===== src/hw/rtl/sc2a_pkg.sv =====
// ----------------------------------------------------------------------------
// sc2a_pkg
// Scan code set-1 constants, result type and the character lookup functions.
// ----------------------------------------------------------------------------
package sc2a_pkg;

  localparam int unsigned FKEY_COUNT = 10;
  localparam int unsigned FKEY_IDX_W = 4;
  localparam int unsigned LED_W      = 3;

  localparam logic [7:0] SC_PREFIX     = 8'hE0;
  localparam logic [7:0] SC_LSHIFT     = 8'h2A;
  localparam logic [7:0] SC_RSHIFT     = 8'h36;
  localparam logic [7:0] SC_LSHIFT_BRK = 8'hAA;
  localparam logic [7:0] SC_RSHIFT_BRK = 8'hB6;
  localparam logic [7:0] SC_CTRL       = 8'h1D;
  localparam logic [7:0] SC_CTRL_BRK   = 8'h9D;
  localparam logic [7:0] SC_ALT        = 8'h38;
  localparam logic [7:0] SC_ALT_BRK    = 8'hB8;
  localparam logic [7:0] SC_CAPS       = 8'h3A;
  localparam logic [7:0] SC_NUM        = 8'h45;
  localparam logic [7:0] SC_SCROLL     = 8'h46;
  localparam logic [7:0] SC_F1         = 8'h3B;
  localparam logic [7:0] SC_F10        = 8'h44;
  localparam logic [7:0] SC_ARM_LO     = 8'hBA;
  localparam logic [7:0] SC_ARM_HI     = 8'hC6;
  localparam logic [6:0] SC_BACKSLASH  = 7'h2B;

  localparam logic [7:0] CH_NONPRINT   = 8'h80;
  localparam logic [7:0] CH_CASE_BIT   = 8'h20;

  typedef struct packed {
    logic                  char_valid;
    logic [7:0]            ascii_char;
    logic                  fkey_valid;
    logic [FKEY_IDX_W-1:0] fkey_index;
    logic                  led_send;
    logic [LED_W-1:0]      led_mask;
    logic                  shift_down;
    logic                  ctrl_down;
    logic                  alt_down;
  } result_t;

  function automatic logic [7:0] plain_char(input logic [6:0] code);
    logic [7:0] c;
    unique case (code)
      7'h00: c = 8'h00;
      7'h01: c = 8'h1B;
      7'h02: c = "1";
      7'h03: c = "2";
      7'h04: c = "3";
      7'h05: c = "4";
      7'h06: c = "5";
      7'h07: c = "6";
      7'h08: c = "7";
      7'h09: c = "8";
      7'h0A: c = "9";
      7'h0B: c = "0";
      7'h0C: c = "-";
      7'h0D: c = "=";
      7'h0E: c = 8'h08;
      7'h0F: c = 8'h09;
      7'h10: c = "q";
      7'h11: c = "w";
      7'h12: c = "e";
      7'h13: c = "r";
      7'h14: c = "t";
      7'h15: c = "y";
      7'h16: c = "u";
      7'h17: c = "i";
      7'h18: c = "o";
      7'h19: c = "p";
      7'h1A: c = "[";
      7'h1B: c = "]";
      7'h1C: c = 8'h0D;
      7'h1E: c = "a";
      7'h1F: c = "s";
      7'h20: c = "d";
      7'h21: c = "f";
      7'h22: c = "g";
      7'h23: c = "h";
      7'h24: c = "j";
      7'h25: c = "k";
      7'h26: c = "l";
      7'h27: c = ";";
      7'h28: c = 8'h27;
      7'h29: c = 8'h60;
      7'h2B: c = 8'h5C;
      7'h2C: c = "z";
      7'h2D: c = "x";
      7'h2E: c = "c";
      7'h2F: c = "v";
      7'h30: c = "b";
      7'h31: c = "n";
      7'h32: c = "m";
      7'h33: c = ",";
      7'h34: c = ".";
      7'h35: c = "/";
      7'h37: c = "*";
      7'h39: c = " ";
      7'h44: c = 8'h0A;
      7'h4A: c = "-";
      7'h4E: c = "+";
      7'h53: c = 8'h7F;
      default: c = CH_NONPRINT;
    endcase
    return c;
  endfunction

  function automatic logic is_lower(input logic [7:0] c);
    return (c >= "a") && (c <= "z");
  endfunction

  function automatic logic is_letter(input logic [7:0] c);
    return is_lower(c) || ((c >= "A") && (c <= "Z"));
  endfunction

  function automatic logic [7:0] shifted_char(input logic [6:0] code);
    logic [7:0] base;
    logic [7:0] c;
    base = plain_char(code);
    unique case (code)
      7'h02: c = "!";
      7'h03: c = "@";
      7'h04: c = "#";
      7'h05: c = "$";
      7'h06: c = "%";
      7'h07: c = "^";
      7'h08: c = "&";
      7'h09: c = "*";
      7'h0A: c = "(";
      7'h0B: c = ")";
      7'h0C: c = "_";
      7'h0D: c = "+";
      7'h1A: c = "{";
      7'h1B: c = "}";
      7'h27: c = ":";
      7'h28: c = 8'h22;
      7'h29: c = "~";
      7'h2B: c = "|";
      7'h33: c = "<";
      7'h34: c = ">";
      7'h35: c = "?";
      7'h47: c = "7";
      7'h48: c = "8";
      7'h49: c = "9";
      7'h4B: c = "4";
      7'h4C: c = "5";
      7'h4D: c = "6";
      7'h4F: c = "1";
      7'h50: c = "2";
      7'h51: c = "3";
      7'h52: c = "0";
      default: c = is_lower(base) ? (base ^ CH_CASE_BIT) : base;
    endcase
    return c;
  endfunction

  function automatic logic [7:0] keypad_char(input logic [6:0] code, input logic [7:0] fallback);
    logic [7:0] c;
    unique case (code)
      7'h47: c = "7";
      7'h48: c = "8";
      7'h49: c = "9";
      7'h4B: c = "4";
      7'h4C: c = "5";
      7'h4D: c = "6";
      7'h4F: c = "1";
      7'h50: c = "2";
      7'h51: c = "3";
      7'h52: c = "0";
      7'h53: c = ".";
      default: c = fallback;
    endcase
    return c;
  endfunction

  function automatic logic [7:0] key_char(input logic [6:0] code, input logic shift,
                                          input logic caps, input logic num);
    logic [7:0] c;
    c = shift ? shifted_char(code) : plain_char(code);
    if (caps && (is_letter(c) || (code == SC_BACKSLASH))) begin
      c = c ^ CH_CASE_BIT;
    end
    if (num) begin
      c = keypad_char(code, c);
    end
    return c;
  endfunction

endpackage


===== src/hw/rtl/sc2a_kbd_state.sv =====
// ----------------------------------------------------------------------------
// sc2a_kbd_state
// Modifier and lock state with the per-code decode into one result.
// ----------------------------------------------------------------------------
module sc2a_kbd_state import sc2a_pkg::*; (
  input  logic                  clk,
  input  logic                  rst,
  input  logic                  step,
  input  logic [7:0]            code,
  input  logic [FKEY_COUNT-1:0] fkey_mask,
  output result_t               res
);

  logic shift_held, ctrl_held, alt_held;
  logic caps_on, num_on, scroll_on, armed;
  logic shift_held_next, ctrl_held_next, alt_held_next;
  logic caps_on_next, num_on_next, scroll_on_next, armed_next;
  logic [FKEY_IDX_W-1:0] fidx;

  always_ff @(posedge clk) begin
    if (rst) begin
      shift_held <= 1'b0;
      ctrl_held  <= 1'b0;
      alt_held   <= 1'b0;
      caps_on    <= 1'b0;
      num_on     <= 1'b0;
      scroll_on  <= 1'b0;
      armed      <= 1'b1;
    end else if (step) begin
      shift_held <= shift_held_next;
      ctrl_held  <= ctrl_held_next;
      alt_held   <= alt_held_next;
      caps_on    <= caps_on_next;
      num_on     <= num_on_next;
      scroll_on  <= scroll_on_next;
      armed      <= armed_next;
    end
  end

  assign fidx = FKEY_IDX_W'(code - SC_F1);

  always_comb begin
    shift_held_next = shift_held;
    ctrl_held_next  = ctrl_held;
    alt_held_next   = alt_held;
    caps_on_next    = caps_on;
    num_on_next     = num_on;
    scroll_on_next  = scroll_on;
    armed_next      = armed;
    res             = '0;
    unique case (code)
      SC_LSHIFT, SC_RSHIFT:         shift_held_next = 1'b1;
      SC_LSHIFT_BRK, SC_RSHIFT_BRK: shift_held_next = 1'b0;
      SC_CTRL:                      ctrl_held_next  = 1'b1;
      SC_CTRL_BRK:                  ctrl_held_next  = 1'b0;
      SC_ALT:                       alt_held_next   = 1'b1;
      SC_ALT_BRK:                   alt_held_next   = 1'b0;
      SC_CAPS: begin
        if (armed) begin
          caps_on_next = !caps_on;
          res.led_send = 1'b1;
          armed_next   = 1'b0;
        end
      end
      SC_NUM: begin
        if (armed) begin
          num_on_next  = !num_on;
          res.led_send = 1'b1;
          armed_next   = 1'b0;
        end
      end
      SC_SCROLL: begin
        if (armed) begin
          scroll_on_next = !scroll_on;
          res.led_send   = 1'b1;
          armed_next     = 1'b0;
        end
      end
      SC_PREFIX: ;
      default: begin
        if ((code >= SC_F1) && (code <= SC_F10)) begin
          if (armed && fkey_mask[fidx]) begin
            res.fkey_valid = 1'b1;
            res.fkey_index = fidx;
            armed_next     = 1'b0;
          end
        end else if ((code >= SC_ARM_LO) && (code <= SC_ARM_HI)) begin
          armed_next = 1'b1;
        end else if (!code[7]) begin
          res.char_valid = 1'b1;
          res.ascii_char = key_char(code[6:0], shift_held, caps_on, num_on);
        end
      end
    endcase
    res.led_mask   = {caps_on_next, num_on_next, scroll_on_next};
    res.shift_down = shift_held_next;
    res.ctrl_down  = ctrl_held_next;
    res.alt_down   = alt_held_next;
  end

endmodule


===== src/hw/rtl/sc2a_out_reg.sv =====
// ----------------------------------------------------------------------------
// sc2a_out_reg
// Result register; takes a new result whenever empty or being drained.
// ----------------------------------------------------------------------------
module sc2a_out_reg import sc2a_pkg::*; (
  input  logic    clk,
  input  logic    rst,
  input  logic    load,
  input  result_t res_in,
  output logic    take,
  output logic    valid,
  input  logic    ready,
  output result_t res
);

  assign take = !valid || ready;

  always_ff @(posedge clk) begin
    if (rst) begin
      valid <= 1'b0;
    end else if (take) begin
      valid <= load;
    end
  end

  always_ff @(posedge clk) begin
    if (take && load) begin
      res <= res_in;
    end
  end

endmodule


===== src/hw/rtl/scan_code_to_ascii_decoder.sv =====
// ----------------------------------------------------------------------------
// scan_code_to_ascii_decoder
// Set-1 keyboard scan code to ASCII, modifier, lock LED and function key decode.
// ----------------------------------------------------------------------------
// Channels: scan codes enter on in_valid/in_ready with scan_code; every code
// gives exactly one result on out_valid/out_ready carrying character,
// function key, LED request and modifier fields. fkey_enable_mask is written
// on cfg_valid/cfg_ready, which is always ready; write it only while idle.
// Path: an accepted code is registered at the input, decoded against the
// modifier/lock state, and registered again in the result register that
// drives out_valid.
// Throughput: one code per cycle while out_ready stays high; the decode is one
// lookup plus flag update between the input register and the result register.
// Reset: clears both registers' valid flags, all modifiers and locks, arms
// the lock keys and clears the function key enable mask.
// Stall: while out_ready is low the result holds; an empty input register still
// takes one more request, after which in_ready drops until the result drains.
// ----------------------------------------------------------------------------
module scan_code_to_ascii_decoder import sc2a_pkg::*; (
  input  logic                  clk,
  input  logic                  rst,
  input  logic                  in_valid,
  output logic                  in_ready,
  input  logic [7:0]            scan_code,
  input  logic                  cfg_valid,
  output logic                  cfg_ready,
  input  logic [FKEY_COUNT-1:0] fkey_enable_mask,
  output logic                  out_valid,
  input  logic                  out_ready,
  output logic                  char_valid,
  output logic [7:0]            ascii_char,
  output logic                  fkey_valid,
  output logic [FKEY_IDX_W-1:0] fkey_index,
  output logic                  led_send,
  output logic [LED_W-1:0]      led_mask,
  output logic                  shift_down,
  output logic                  ctrl_down,
  output logic                  alt_down
);

  logic                  code_valid;
  logic [7:0]            code;
  logic [FKEY_COUNT-1:0] fkey_mask;
  logic                  take;
  logic                  step;
  result_t               dec_res;
  result_t               out_res;

  assign cfg_ready = 1'b1;
  assign step      = code_valid && take;
  assign in_ready  = !code_valid || take;

  always_ff @(posedge clk) begin
    if (rst) begin
      fkey_mask <= '0;
    end else if (cfg_valid && cfg_ready) begin
      fkey_mask <= fkey_enable_mask;
    end
  end

  always_ff @(posedge clk) begin
    if (rst) begin
      code_valid <= 1'b0;
    end else if (in_ready) begin
      code_valid <= in_valid;
    end
  end

  always_ff @(posedge clk) begin
    if (in_valid && in_ready) begin
      code <= scan_code;
    end
  end

  sc2a_kbd_state u_state (
    .clk       (clk),
    .rst       (rst),
    .step      (step),
    .code      (code),
    .fkey_mask (fkey_mask),
    .res       (dec_res)
  );

  sc2a_out_reg u_out (
    .clk    (clk),
    .rst    (rst),
    .load   (code_valid),
    .res_in (dec_res),
    .take   (take),
    .valid  (out_valid),
    .ready  (out_ready),
    .res    (out_res)
  );

  assign char_valid = out_res.char_valid;
  assign ascii_char = out_res.ascii_char;
  assign fkey_valid = out_res.fkey_valid;
  assign fkey_index = out_res.fkey_index;
  assign led_send   = out_res.led_send;
  assign led_mask   = out_res.led_mask;
  assign shift_down = out_res.shift_down;
  assign ctrl_down  = out_res.ctrl_down;
  assign alt_down   = out_res.alt_down;

endmodule


===== config.mk =====
export PLATFORM = sky130hd
export DESIGN_NAME = scan_code_to_ascii_decoder
export DESIGN_NICKNAME = d
export VERILOG_FILES = /design/src/hw/rtl/sc2a_pkg.sv /design/src/hw/rtl/sc2a_kbd_state.sv /design/src/hw/rtl/sc2a_out_reg.sv /design/src/hw/rtl/scan_code_to_ascii_decoder.sv
export SDC_FILE = /design/constraint.sdc
export NUM_CORES = 1
export LEC_CHECK = 0
export ABC_AREA = 1
export ABC_CLOCK_PERIOD_IN_PS = 3800
export BUFFER_PORTS_ARGS = -buffer_cell sky130_fd_sc_hd__buf_2
export CAP_MARGIN = 0
export CORE_MARGIN = 4
export CORE_UTILIZATION = 59
export CTS_CLUSTER_DIAMETER = 80
export DETAILED_ROUTE_END_ITERATION = 10
export GPL_TIMING_DRIVEN = 0
export HOLD_SLACK_MARGIN = 0.06
export PLACE_DENSITY = 0.81
export RECOVER_POWER = 25
export REMOVE_ABC_BUFFERS = 1
export SYNTH_ARGS = -nofsm -noshare
export SYNTH_HDL_FRONTEND = slang
export SYNTH_HIERARCHICAL = 1
export SYNTH_SLANG_ARGS = --single-unit

===== constraint.sdc =====
create_clock -name clk -period 3.8 [get_ports clk]
set_clock_uncertainty 0.15 [all_clocks]
set_input_delay 0 -clock clk [delete_from_list [all_inputs] [get_ports clk]]
set_output_delay 0 -clock clk [all_outputs]
set_load 0.01 [all_outputs]

After elaboration in Yosys (flattened, before gate mapping)
Memories as Yosys holds them, arrays and structs flattened. A register that Yosys moved wholly into a read port is not among the register bits.
Cells that the tools add are included.

word-level totals
  ROM bits = 2048
  output and inout bits = 24
  register bits = 48
  memories kept = 2

memory list
  memory           words  bits a word  read ports  clocked after Yosys merged registers in  write ports  RTL line        RTL
  (no name shown)  128    8            1           1                                        0            sc2a_pkg.sv:46  unique case (code)
  (no name shown)  128    8            1           1                                        0            sc2a_pkg.sv:46

cells by class
  $add $sub $neg = 1
  reduce and logical (&&, ||, !) cells = 29
  $lt $le $gt $ge = 11
  multiplexer cells = 38
  bitwise operators = 5
  equality and inequality tests = 45

operators by type and width
  kind                                                                                  count
  8-bit one-hot mux with 31 select lines                                                1
  8-bit 2-to-1 mux                                                                      14
  8-bit one-hot mux with 11 select lines                                                1
  7-bit equality test (second input constant)                                           11
  7-bit by 6-bit equality test with 1-bit output (second input constant)                7
  7-bit by 4-bit equality test with 1-bit output (second input constant)                6
  8-bit equality test (second input constant)                                           5
  8-bit by 6-bit equality test with 1-bit output (second input constant)                4
  8-bit by 7-bit less-or-equal comparator with 1-bit output (second input constant)     4
  7-bit by 3-bit equality test with 1-bit output (second input constant)                4
  14-bit OR reduction                                                                   2
  8-bit by 7-bit greater-or-equal comparator with 1-bit output (second input constant)  3
  8-bit by 7-bit equality test with 1-bit output (second input constant)                2
  15-bit OR reduction                                                                   1
  7-bit by 2-bit equality test with 1-bit output (second input constant)                2
  7-bit by 5-bit equality test with 1-bit output (second input constant)                2
  7-bit 2-to-1 mux                                                                      2
  13-bit OR reduction                                                                   1
  6-bit 2-to-1 mux                                                                      2
  12-bit OR reduction                                                                   1
  1-bit 2-to-1 mux                                                                      11
  1-bit logical AND                                                                     9
  9-bit 2-to-1 mux                                                                      1
  9-bit OR reduction                                                                    1
  other kinds (17)                                                                      32

Logic depth before layout (Yosys ltp)
Gate-level depths: netlist of run 1.

  depth after elaboration = 23
  depth in mapped cells = 24
  gate-level depth less buffers = 23

Modules after synthesis
The synthesis of run 1 kept the hierarchy.

modules (own cells, without submodules)
  module                      area each (um^2)  cells an instance  times used
  sc2a_kbd_state              2672.6            536                1
  sc2a_out_reg                678.2             27                 1
  scan_code_to_ascii_decoder  661.9             61                 1

Worst setup path before layout of run 1
OpenSTA, ideal clock, no wires.

  path type = reg2reg
  start = reg code[1]
  end = reg u_out/res[17] (netlist name), data pin
  stages on the path, launching flop included = 23
  setup slack = 860 ps
  period minus slack after synthesis = 2940 ps
  data arrival time = 2540 ps
  required time = 3401 ps
  path through = edfxtp_1 > inv_1 > ha_1 > clkbuf_1 > nand3_1 > a21oi_1 > nor2_1 > nand2_1 > nor2_2 > nand2_4 > nand2_4 > nand2_1 > nand2_1 > nand2_1 > inv_1 > nand2_1 > nand3_1 > nand2_1 > nand2_1 > nand2_1 > nand3_1 > nand2_1 > inv_1

between the ends
  cells in the longest elaborated chain, start to end = 15
  elaborated cells on any way between the ends = 70
  classes of those cells = order compare: 8; eq/ne: 44; mux: 9; bitwise: 1; reduce/logical: 8

ends and longest elaborated chain
  what                                                                                  RTL line                          RTL
  from (decl)                                                                           scan_code_to_ascii_decoder.sv:42  logic [7:0] code;
  from (signal assigned)                                                                scan_code_to_ascii_decoder.sv:71  code <= scan_code;
  7-bit equality test (tied with other cells)                                           sc2a_pkg.sv:122, sc2a_pkg.sv:161
  8-bit one-hot mux with 31 select lines                                                sc2a_pkg.sv:122                   unique case (code)
  8-bit 2-to-1 mux                                                                      sc2a_kbd_state.sv:89              end else if (!code[7]) begin
  8-bit 2-to-1 mux                                                                      sc2a_kbd_state.sv:87              end else if ((code >= SC_ARM_LO) && (code <= SC_ARM_HI)) begin
  8-bit 2-to-1 mux                                                                      sc2a_kbd_state.sv:81              if ((code >= SC_F1) && (code <= SC_F10)) begin
  8-bit 2-to-1 mux                                                                      sc2a_kbd_state.sv:51              unique case (code)
  8-bit 2-to-1 mux                                                                      sc2a_pkg.sv:181                   c = shift ? shifted_char(code) : plain_char(code);
  8-bit by 7-bit greater-or-equal comparator with 1-bit output (tied with other cells)  sc2a_pkg.sv:111                   return (c >= "a") && (c <= "z");
  1-bit logical AND (on tied branches)                                                  sc2a_pkg.sv:111, sc2a_pkg.sv:115
  1-bit logical OR                                                                      sc2a_pkg.sv:115                   return is_lower(c) || ((c >= "A") && (c <= "Z"));
  1-bit logical OR                                                                      sc2a_pkg.sv:182                   if (caps && (is_letter(c) || (code == SC_BACKSLASH))) begin
  1-bit logical AND                                                                     sc2a_pkg.sv:182
  6-bit 2-to-1 mux                                                                      sc2a_pkg.sv:182
  8-bit one-hot mux with 11 select lines                                                sc2a_pkg.sv:161                   unique case (code)
  8-bit 2-to-1 mux                                                                      sc2a_pkg.sv:185                   if (num) begin
  to (signal assigned)                                                                  sc2a_out_reg.sv:28                res <= res_in;
  to (decl)                                                                             sc2a_out_reg.sv:13                output result_t res

Parallel ways exist; a longest one is shown, timed or not. The select of a mux whose other input is x is not followed.
A chain may end at the register's enable or synchronous reset.

Worst setup path after layout of run 1
  start = reg code[6]
  end = reg u_out/res[17] (netlist name), data pin

The elaborated chain is that of the path after synthesis.

==> out/results.ini, run 1 <==
[worst_setup_path]
max_stage_delay_ns=0.75
endpoint_kind=flop
crit_chain=inv_1 > nor2_1 > nand2_1 > a21oi_1 > nor2_1 > nand2_1 > nor2_2 > nand2_4 > nand2_4 > nand2_1 > nand2_1 > nand2_1 > inv_1 > nand2_1 > nand3_1 > nand2_1 > nand2_1 > nand2_1 > nand3_1 > nand2_1 > inv_1
worstSetupPathType=flop to flop
crit_top_cell=nand2_1
critical_path_arrival_ns=3.47
cp-start-kind=flop
worstPathRequired_ns=3.73
cp_slowest_cell=edfxtp_1
crit_fanout=13

[sta]
max_clock_freq_mhz=282
setup_viol=0
relSlewSlack_pct=28.1
whs_ns=0.233
post-route-period-util_pct=93.2
tightest_slew_ns=1.08
rsz0062_at_grt=false
period_needed_ns=3.54
slew_viol_final=0
fin_tns_setup_ns=0
finalHoldViolations=0

[synth]
syn_avg_cell_area_sq_um=6.43
ys_warn_count=6
ys_ff_latch=48
synthTopCellsByArea=edfxtp_1, nand2_1, nor2_1, dfxtp_1, nand3_1
yosysSeqAreaShare_pct=31.2
syn_area_sq_mm=0.00401
yosysTopAreaCell=edfxtp_1
synth_cell_types=42
yosys.area.top_type_share_pct=21.7
syn_inst=624

[route]
wl_mm=15.0
ant_nets=0
dr.pass1.iters=6
wl_per_cell_um=19.3
dr.first_iter.drc_count=835
drcViolationCount=0
via_count=4810
vias_per_cell=6.17

[placed_design]
placed_cells=725
port_buffers=45
globalplace.congestion=0.970
dp_hpwl_mm=9.19

[grt]
grt_start_max_net_pins=32
grt-ovfl-total=0
grt_pass1_wl_mm=23.5
globalRouteTotalUtil_pct=35.8
grt_pass1_vias=4479
antenna_found_initial=0

[clocking]
clk_latency_ns=0.31
tritoncts=done
clk_path_buf_depth=2
cts_buffers=5
cts_max_level=2
path_clk_slew_ns=0.11
cts-root-buf=clkbuf_8
numClockSinks=48

[die]
io_pins=47
coreArea_sq_mm=0.00646
die_x_um=90.5
std_cell_rows=29
die_height_um=90.5
start_util_pct=62.1
fp.dieArea_sq_mm=0.00818

[cells_and_area]
nNetsFinal=740
diodes=0
fin_cells=779
layout_commonest_cell=nand2_1
multi_input_area_sq_mm=0.00234
final_cell_mix=nand2_1, nor2_1, inv_1
area_growth_pct=18.0
n_fill_cell=492
seq_area_sq_mm=0.00125
drive_gt1_share_pct=10.1

[flow_run]
cap_violations=0

[power]
p_per_area_mw_per_mm2=287
leakagePower_nw=2.38
vdd_drop_max_v=0.000359
total_power_w=0.00136

[worst_hold_path]
min_path_type=primary input to flop

[status]
status=completed

## sequential cells by signal (all words and copies together) (netlist names)
name / flops
fkey_mask: 10
u_state/num_on: 1
code_valid: 1
u_state/ctrl_held: 1
u_state/armed: 1
u_state/shift_held: 1
u_state/scroll_on: 1
u_state/caps_on: 1
u_out/valid: 1
u_out/res: 21
u_state/alt_held: 1
code: 8
## cells in the mapped netlist, drive strengths merged
cell,count
nand3b,2
o211ai,2
clkbuf,4
nor2,117
o22ai,1
bufinv,1
edfxtp,29
a21oi,43
inv,69
clkinv,1
nand3,52
o21ai,44
buf,18
a31oi,2
o31ai,1
nand2,173
a32o,1
nor3b,1
ha,16
nor4,2
o21a,1
dfxtp,19
a211oi,1
nand4,5
nor3,9
a22oi,1
o311ai,3
xor2,4
conb,1
o32ai,1
## power breakdown
group	switching (W)	total, W	internal (W)
Combinational	0.000252	0.000389	0.000137
Clock	0.000216	0.000352	0.000135
Sequential	0.0000320	0.000618	0.000586
## logic make-up after synthesis
group / count (synthesis) / synth area share [%]
compound gates: 101 / 13.8
flops: 48 / 31.2
fa+ha+maj: 16 / 4.99
simple gates: 361 / 38.4
buf+inv: 93 / 10.7
other cells: 1 / 0.0935
xor+xnor: 4 / 0.873
## layout make-up
class	count	area share (%)
multi-input combinational	483	49.4
sequential	48	26.4
timing repair buffer	92	14.2
inverter	71	5.94
tap	77	2.03
clock buffer	5	1.45
clock inverter	3	0.528
## critical path: cells and delay by family, from the launching register on
family,cells,cell delay (ns)
AOI/OAI and AO/OA,1,0.20
and+or+nand+nor,17,1.75
buffers and inverters,3,0.48
DFF,1,0.75
## repair_timing
item / CTS / global route
hold buffers: 39 / 0
endpoints found under the setup margin: 2 / 10
setup buffers: 0 / 7
gates resized for setup: 1 / 1
pin swaps: 0 / 0
hold endpoints to repair: 34 / 0
## metal layers
layer | vias to the layer above | routed length, um | GRT usage [%]
li1 | 2185 | - | -
met1 | 2103 | 5560 | 46.4
met3 | 92 | 1900 | 8.17
met4 | 0 | 787 | 16.2
met2 | 430 | 6780 | 56.8
met5 | - | 0 | 0
## through the flow
step | setup WS [ns] | utilization, % | area, sq um
after floorplan | 0.729 | - | 3860
after global placement | -0.133 | 64.8 | 4190
after detailed placement | -0.227 | 65.1 | 4200
after CTS | 0.0000608 | 72.6 | 4690
after global routing | 0.0658 | 73.3 | 4740
final | 0.259 | 73.3 | 4740
## path summary, 6_finish.rpt
path | startpoint | end | slack (ns) | depth (start not counted)
setup / recovery | code[6] | u_out/res[17] | 0.26 | 21
hold / removal | scan_code[2] | code[2] | 0.23 | 2
setup reg to reg | code[6] | u_out/res[17] | 0.26 | 21
hold reg to reg | u_state/alt_held | u_state/alt_held | 0.45 | 4
(Power assumes the default switching activity.)
==> run 2: changes to the inputs <==
- CAP_MARGIN: 0 -> 25
- PLACE_DENSITY: 0.81 -> 0.8
==> run 2 against run 1 <==
The run now ends with setup timing left. Non-clock buffer count decreased by 4. Global-route usage grew 0.45 points. Sequential cell count unchanged. Core utilization shrank 0.56 points. Power up 0.46%. Via count up 5.1%. Critical path depth is 10 lower. Routed wire length increased by 7.6%. Final cell count is 0.51% lower. Worst hold slack gained 0.024 ns. Die area unchanged. Critical endpoint is now u_out/res[13]. Largest cell class unchanged. Highest routed layer unchanged.
==> out/results.ini, run 2 (synthesis results as in run 1) <==
[grt]
grt_pass1_wl_mm=23.9  ; +1.5%
antenna_found_initial=0  ; unchanged
grt_pass1_vias=4559  ; +1.8%
grt-ovfl-total=0  ; unchanged
globalRouteTotalUtil_pct=36.3  ; +0.45 points
grt_start_max_net_pins=32  ; unchanged

[worst_hold_path]
min_from=scan_code[3]
hold_end=code[3]
hold_path_depth=2  ; unchanged
min_path_type=primary input to flop

[clocking]
cts-root-buf=clkbuf_8
cts_max_level=2  ; unchanged
clk_latency_ns=0.31  ; about the same
path_clk_slew_ns=0.11  ; about the same
tritoncts=done
clk_path_buf_depth=2  ; unchanged
numClockSinks=48  ; unchanged
cts_buffers=5  ; unchanged

[placed_design]
port_buffers=45  ; unchanged
globalplace.congestion=0.975  ; +0.49%
place_ws_ns=-0.154  ; +0.0731 ns
dp_hpwl_mm=9.77  ; +6.3%
place_area_sq_mm=0.00420  ; unchanged

[die]
fp.dieArea_sq_mm=0.00818  ; unchanged
start_util_pct=62.1  ; unchanged
io_pins=47  ; unchanged
die_height_um=90.5  ; unchanged
std_cell_rows=29  ; unchanged
coreArea_sq_mm=0.00646  ; unchanged
die_x_um=90.5  ; unchanged

[sta]
max_clock_freq_mhz=262  ; -7.1%
relSlewSlack_pct=35.7  ; +7.6 points
slew_viol_final=0  ; unchanged
tightest_slew_ns=0.965  ; -0.114 ns
finalHoldViolations=0  ; unchanged
period_needed_ns=3.81  ; +0.269 ns
setup_viol=1  ; +1
post-route-period-util_pct=100  ; +7.1 points
layout_setup_ws_ns=-0.00983  ; -0.269 ns

[route]
dr.pass1.iters=11  ; +5
dr.first_iter.drc_count=1037  ; +24%
wl_mm=16.2  ; +7.6%
drcViolationCount=0  ; unchanged
vias_per_cell=6.52  ; +5.6%
ant_nets=0  ; unchanged
wl_per_cell_um=20.9  ; +8.1%
via_count=5055  ; +5.1%

[worst_setup_path]
worstPathRequired_ns=3.81  ; +0.08 ns
worst-r2r-cell-count=11  ; -48%
rrSetupSlack_ns=-0.01  ; -0.27 ns
reg2reg_from=code[0]
r2r_end=u_out/res[13]
crit_fanout=12  ; -1
cp-start-kind=flop
endpoint_kind=flop
critical_path_arrival_ns=3.82  ; +0.35 ns
worstSetupPathType=flop to flop

[cells_and_area]
drive_gt1_share_pct=10.6  ; +0.49 points
final_cell_mix=nand2_1, nor2_1, inv_1
design_area_sq_mm=0.00470  ; -0.77%
top_regs=u_out/res x21, fkey_mask x10, code x8
layout_commonest_cell=nand2_1
diodes=0  ; unchanged
nNetsFinal=736  ; -0.54%
area_growth_pct=17.1
max_flop_register=u_out/res
largest_reg_flops=21  ; unchanged

[status]
status=finished, violations left
violations=setup timing

[power]
vdd_drop_max_v=0.000306  ; -15%
leakagePower_nw=2.37  ; -0.63%
total_power_w=0.00137  ; +0.46%
p_per_area_mw_per_mm2=290  ; +1.2%

[flow_run]
cap_violations=0  ; unchanged

run 2: cell count changes in the layout (fill, tap and decap cells not counted), moves of 2 or more:
cell,change
dlygate4sd3_1,-5
buf_2,+2
buf_4,+2
clkbuf_1,-2
run 2: through the flow:
stage | utilization (%) | std cells | hold slack (ns) | TNS (ns)
after global placement | 64.8 | 724 | 0.0274 | -0.0833
after floorplan | - | 602 | -0.0876 | 0
after CTS | 71.8 | 767 | 0.247 | 0
after global routing | 72.8 | 775 | 0.262 | -0.0157
after detailed placement | 65.1 | 725 | 0.0286 | -0.563
final | 72.8 | 775 | 0.257 | -0.00983
run 2: timing repair:
action / 4_1_cts / 5_1_grt
endpoints found under the hold margin: 33 / 0
hold buffers: 34 / 0
gates cloned: 0 / 0
pin swaps: 0 / 0
setup endpoints to repair: 6 / 6
setup buffers: 0 / 7
resized for setup: 1 / 1
run 2: worst max path at each step:
| stage | start | end | slack (ns) | depth (start not counted) |
|---|---|---|---|---|
| global route | code[0] | u_out/res[17] | -0.02 | 21 |
| detailed placement | code[0] | u_out/res[17] | -0.15 | 19 |
| CTS | code[0] | u_out/res[17] | 0.06 | 19 |
| global placement | code[0] | u_out/res[17] | -0.08 | 19 |
| finish | code[0] | u_out/res[13] | -0.01 | 11 |
| floorplan | code[0] | u_out/res[17] | 0.73 | 22 |
run 2: critical path, cell delays in order (launching register included):
cell,delay (ns)
edfxtp_1,0.62
clkinv_2,0.31
ha_1,0.40
nand2_1,0.13
nor2_1,0.11
a21oi_1,0.43
nor2_1,0.22
nor4_1,0.42
inv_1,0.18
nor3_4,0.33
o21ai_0,0.15
a21oi_1,0.17
run 2: cell type report:
cell class                 instances  area (sq um)
multi-input combinational        483          2340
fill                             500          1760
sequential                        48          1250
timing repair buffer              88           638
inverter                          71           282
tap                               77          96.3
clock buffer                       5          68.8
clock inverter                     3          25.0
run 2: layer usage:
layer / track usage [%] / share of wire, % / up-vias
met2: 59.3 / 44 / 555
met1: 46.4 / 35 / 2191
met3: 6.58 / 14 / 142
met5: 0 / 0 / -
met4: 16.7 / 7.0 / 0
li1: - / - / 2167
run 2: power by group:
part / leakage, nW / switching (W) / internal, W / total (W)
registers: 0.439 / 0.0000345 / 0.000586 / 0.000621
logic: 1.88 / 0.000262 / 0.000136 / 0.000398
clock network: 0.0452 / 0.000212 / 0.000135 / 0.000347
==> run 3: changes to the inputs <==
- CORE_UTILIZATION: 59 -> 60
- CTS_BUF_LIST: not set -> sky130_fd_sc_hd__clkbuf_8
- PLACE_DENSITY: 0.8 -> 0.81
- SYNTH_HIERARCHICAL: 1 -> not set
==> run 3 against run 2 <==
The flow now finishes without violations. Non-clock buffer count fell by 8. Count of clock-buffer cells in the layout unchanged. Setup slack improved by 0.38 ns. Worst hold slack got worse by 0.16 ns. Sequential share of layout area is 3.7 points higher. Combinational power barely moved. Largest cell class unchanged.
==> out/results.ini, run 3 <==
[worst_setup_path]
critical_path_arrival_ns=3.37  ; -0.45 ns
crit_chain=clkinvlp_4 > ha_1 > o21ai_0 > nor2_1 > nor2_1 > nand2_1 > nor2_1 > nand2_2 > nand2_4 > nand2_1 > nand2_1 > nand2_1 > nor2_1 > nand2_1 > nand3_1 > nand2_1 > nand3_1 > nand2_1 > nor2_1 > nor2_1
cp.depth=20  ; +9
worst-path-buf-inv=1  ; -1
crit_top_cell=nand2_1
endpoint_kind=flop
crit_fanout=9  ; -3
max_stage_delay_ns=0.55  ; -0.07 ns
cp_slowest_cell=edfxtp_1
worst-r2r-cell-count=20  ; +9
worstSetupPathType=flop to flop
cp-start-kind=flop
crit_family=simple AND/OR/NAND/NOR gates
worstPathRequired_ns=3.73  ; -0.08 ns

[sta]
finalHoldViolations=0  ; unchanged
slew_viol_final=0  ; unchanged
relSlewSlack_pct=40.5  ; +4.8 points
setup_viol=0  ; -1
tightest_slew_ns=0.891  ; -0.0734 ns
post-route-period-util_pct=90.3  ; -9.9 points
period_needed_ns=3.43  ; -0.377 ns
layout_setup_ws_ns=0.367  ; +0.377 ns
rsz0062_at_grt=false
max_clock_freq_mhz=291  ; +11%

[flow_run]
cap_violations=0  ; unchanged

[die]
coreArea_sq_mm=0.00642  ; -0.56%
fp.dieArea_sq_mm=0.00806  ; -1.5%
die_x_um=89.8  ; -0.75%
die_height_um=89.8  ; -0.75%
std_cell_rows=29  ; unchanged
io_pins=47  ; unchanged
start_util_pct=62.5  ; +0.37 points

[power]
p_per_area_mw_per_mm2=315  ; +8.5%
p_int_w=0.000958  ; +12%
switchingPower_w=0.000506  ; -0.52%
vdd_drop_max_v=0.000217  ; -29%
combPwrFrac_pct=27.3  ; -1.8 points
seqPwrFrac_pct=48.9  ; +3.4 points
p_sw_share_pct=34.5  ; -2.7 points
total_power_w=0.00146  ; +7.2%
leakagePower_nw=2.26  ; -4.7%
p_clk_share_pct=23.8  ; -1.6 points

[synth]
yosys_most_used_dff=edfxtp_1
syn_area_sq_mm=0.00401  ; about the same
yosys.area.top_type_share_pct=21.7  ; about the same
ys_warn_count=0  ; -6
synth_cell_types=45  ; +7.1%
yosysSeqAreaShare_pct=35.2  ; +4.0 points
syn_avg_cell_area_sq_um=6.63  ; +3.2%
async_flop_share_pct=0  ; unchanged
syn_inst=605  ; -3.0%
synth.most_common_cell=nand2_1
synth-edff-count=29  ; unchanged
ys_ff_latch=56  ; +17%
synthTopCellsByCount=nand2_1, nor2_1, inv_1
yosysTopAreaCell=edfxtp_1
synthTopCellsByArea=edfxtp_1, dfxtp_1, nand2_1, nor2_1, inv_1

[grt]
met1_usage_pct=38.1  ; -8.3 points
grt.busiest_layer=met2
met2_usage_pct=47.2  ; -12 points
grt_start_max_net_pins=25  ; -22%
grt_pass1_vias=4086  ; -10%
grt_pass1_wl_mm=19.2  ; -20%
globalRouteTotalUtil_pct=28.4  ; -7.9 points
grt_use_met3_pct=5.51  ; -1.1 points
antenna_found_initial=0  ; unchanged
grt-ovfl-total=0  ; unchanged

[route]
dr.first_iter.drc_count=394  ; -62%
wl_mm=11.7  ; -27%
via_count=4419  ; -13%
dr.pass1.iters=5  ; -6
vias_per_cell=5.87  ; -10%
wl_per_cell_um=15.6  ; -25%
ant_nets=0  ; unchanged
drcViolationCount=0  ; unchanged

[cells_and_area]
area_growth_pct=15.8
nNetsFinal=711  ; -3.4%
seq_area_sq_mm=0.00141  ; +13%
fin_cells=753  ; -2.8%
design_area_sq_mm=0.00465  ; -1.1%
n_fill_cell=542  ; +8.4%
final_core_util_pct=72.4  ; -0.41 points
drive_gt1_share_pct=7.25  ; -3.4 points
diodes=0  ; unchanged
layout_commonest_cell=nand2_1
final_cell_mix=nand2_1, nor2_1, inv_1
multi_input_area_sq_mm=0.00217  ; -7.3%

[clocking]
cts_max_level=2  ; unchanged
tritoncts=done
numClockSinks=56  ; +17%
clk_path_buf_depth=2  ; unchanged
path_clk_slew_ns=0.12  ; about the same
clk_latency_ns=0.33  ; +0.02 ns
cts-root-buf=clkbuf_8
cts_buffers=5  ; unchanged

[placed_design]
place_area_sq_mm=0.00427  ; +1.5%
globalplace.congestion=1.01  ; +4.0%
port_buffers=45  ; unchanged
placed_cells=712  ; -1.8%
place_ws_ns=0.232  ; +0.386 ns
dp_hpwl_mm=8.07  ; -17%

[worst_hold_path]
min_path_type=primary input to flop
hold_path_depth=3  ; +1

[status]
status=completed

run 3: changes by cell type after synthesis, sizes merged, moves of 8 or more:
cell   change
nand2     -47
inv       +22
buf       -11
o21ai     +10
dfxtp      +8
run 3: cells by family (layout without fill, tap and decap cells):
| family | count (synthesis) | count (layout) | share of synthesized area (%) |
|---|---|---|---|
| other | 1 | 1 | 0.0934 |
| buffers and inverters | 110 | 181 | 10.8 |
| adder cells (fa/ha/maj) | 13 | 13 | 4.05 |
| XOR/XNOR | 4 | 4 | 0.873 |
| AO/OA/AOI/OAI | 122 | 122 | 18.0 |
| AND/OR/NAND/NOR | 299 | 299 | 31.0 |
| flip-flops | 56 | 56 | 35.2 |
run 3: path summary, 6_finish.rpt:
check / end / slack (ns) / from
min: fkey_mask[5] / 0.1 / cfg_valid
min reg2reg: fkey_mask[5] / 0.33 / fkey_mask[5]
max reg2reg: u_out.res[17] / 0.37 / code[0]
max: u_out.res[17] / 0.37 / code[0]
run 3: power by group through the flow:
stage	clock [W]	combinational, W	sequential [W]
after floorplan	0	0.000246	0.000730
after global placement	0	0.000349	0.000726
after detailed placement	0	0.000357	0.000729
after CTS	0.000345	0.000383	0.000715
after global routing	0.000376	0.000443	0.000721
final	0.000348	0.000400	0.000716
run 3: final cells by class:
type                            instances  area share [%]
Multi-Input combinational cell        439            46.7
Sequential cell                        56            30.4
Timing Repair Buffer                   80            11.4
Inverter                               93            7.59
Tap cell                               77            2.07
Clock buffer                            5            1.48
Clock inverter                          3           0.431
run 3: layer usage:
layer,up-vias,routed length [um]
met5,-,0
met1,2015,4980
li1,2125,-
met3,29,1080
met2,250,5440
met4,0,241
run 3: per-stage QoR:
step                      hold slack, ns  setup TNS (ns)
after floorplan                  -0.0809               0
after global placement            0.0269          -0.871
after detailed placement          0.0351               0
after CTS                         0.0644               0
after global routing               0.147               0
final                             0.0958               0
run 3: tightest hold or removal path, stage by stage:
cell and delay [ns]:
buf_2 0.17, inv_1 0.20, a21oi_1 0.17
run 3: what timing repair did:
| item | CTS | global route |
|---|---|---|
| resized for setup | 0 | 1 |
| setup buffers | 0 | 3 |
| hold buffers | 29 | 0 |
| hold endpoints to repair | 27 | 0 |
| endpoints found under the setup margin | 0 | 1 |
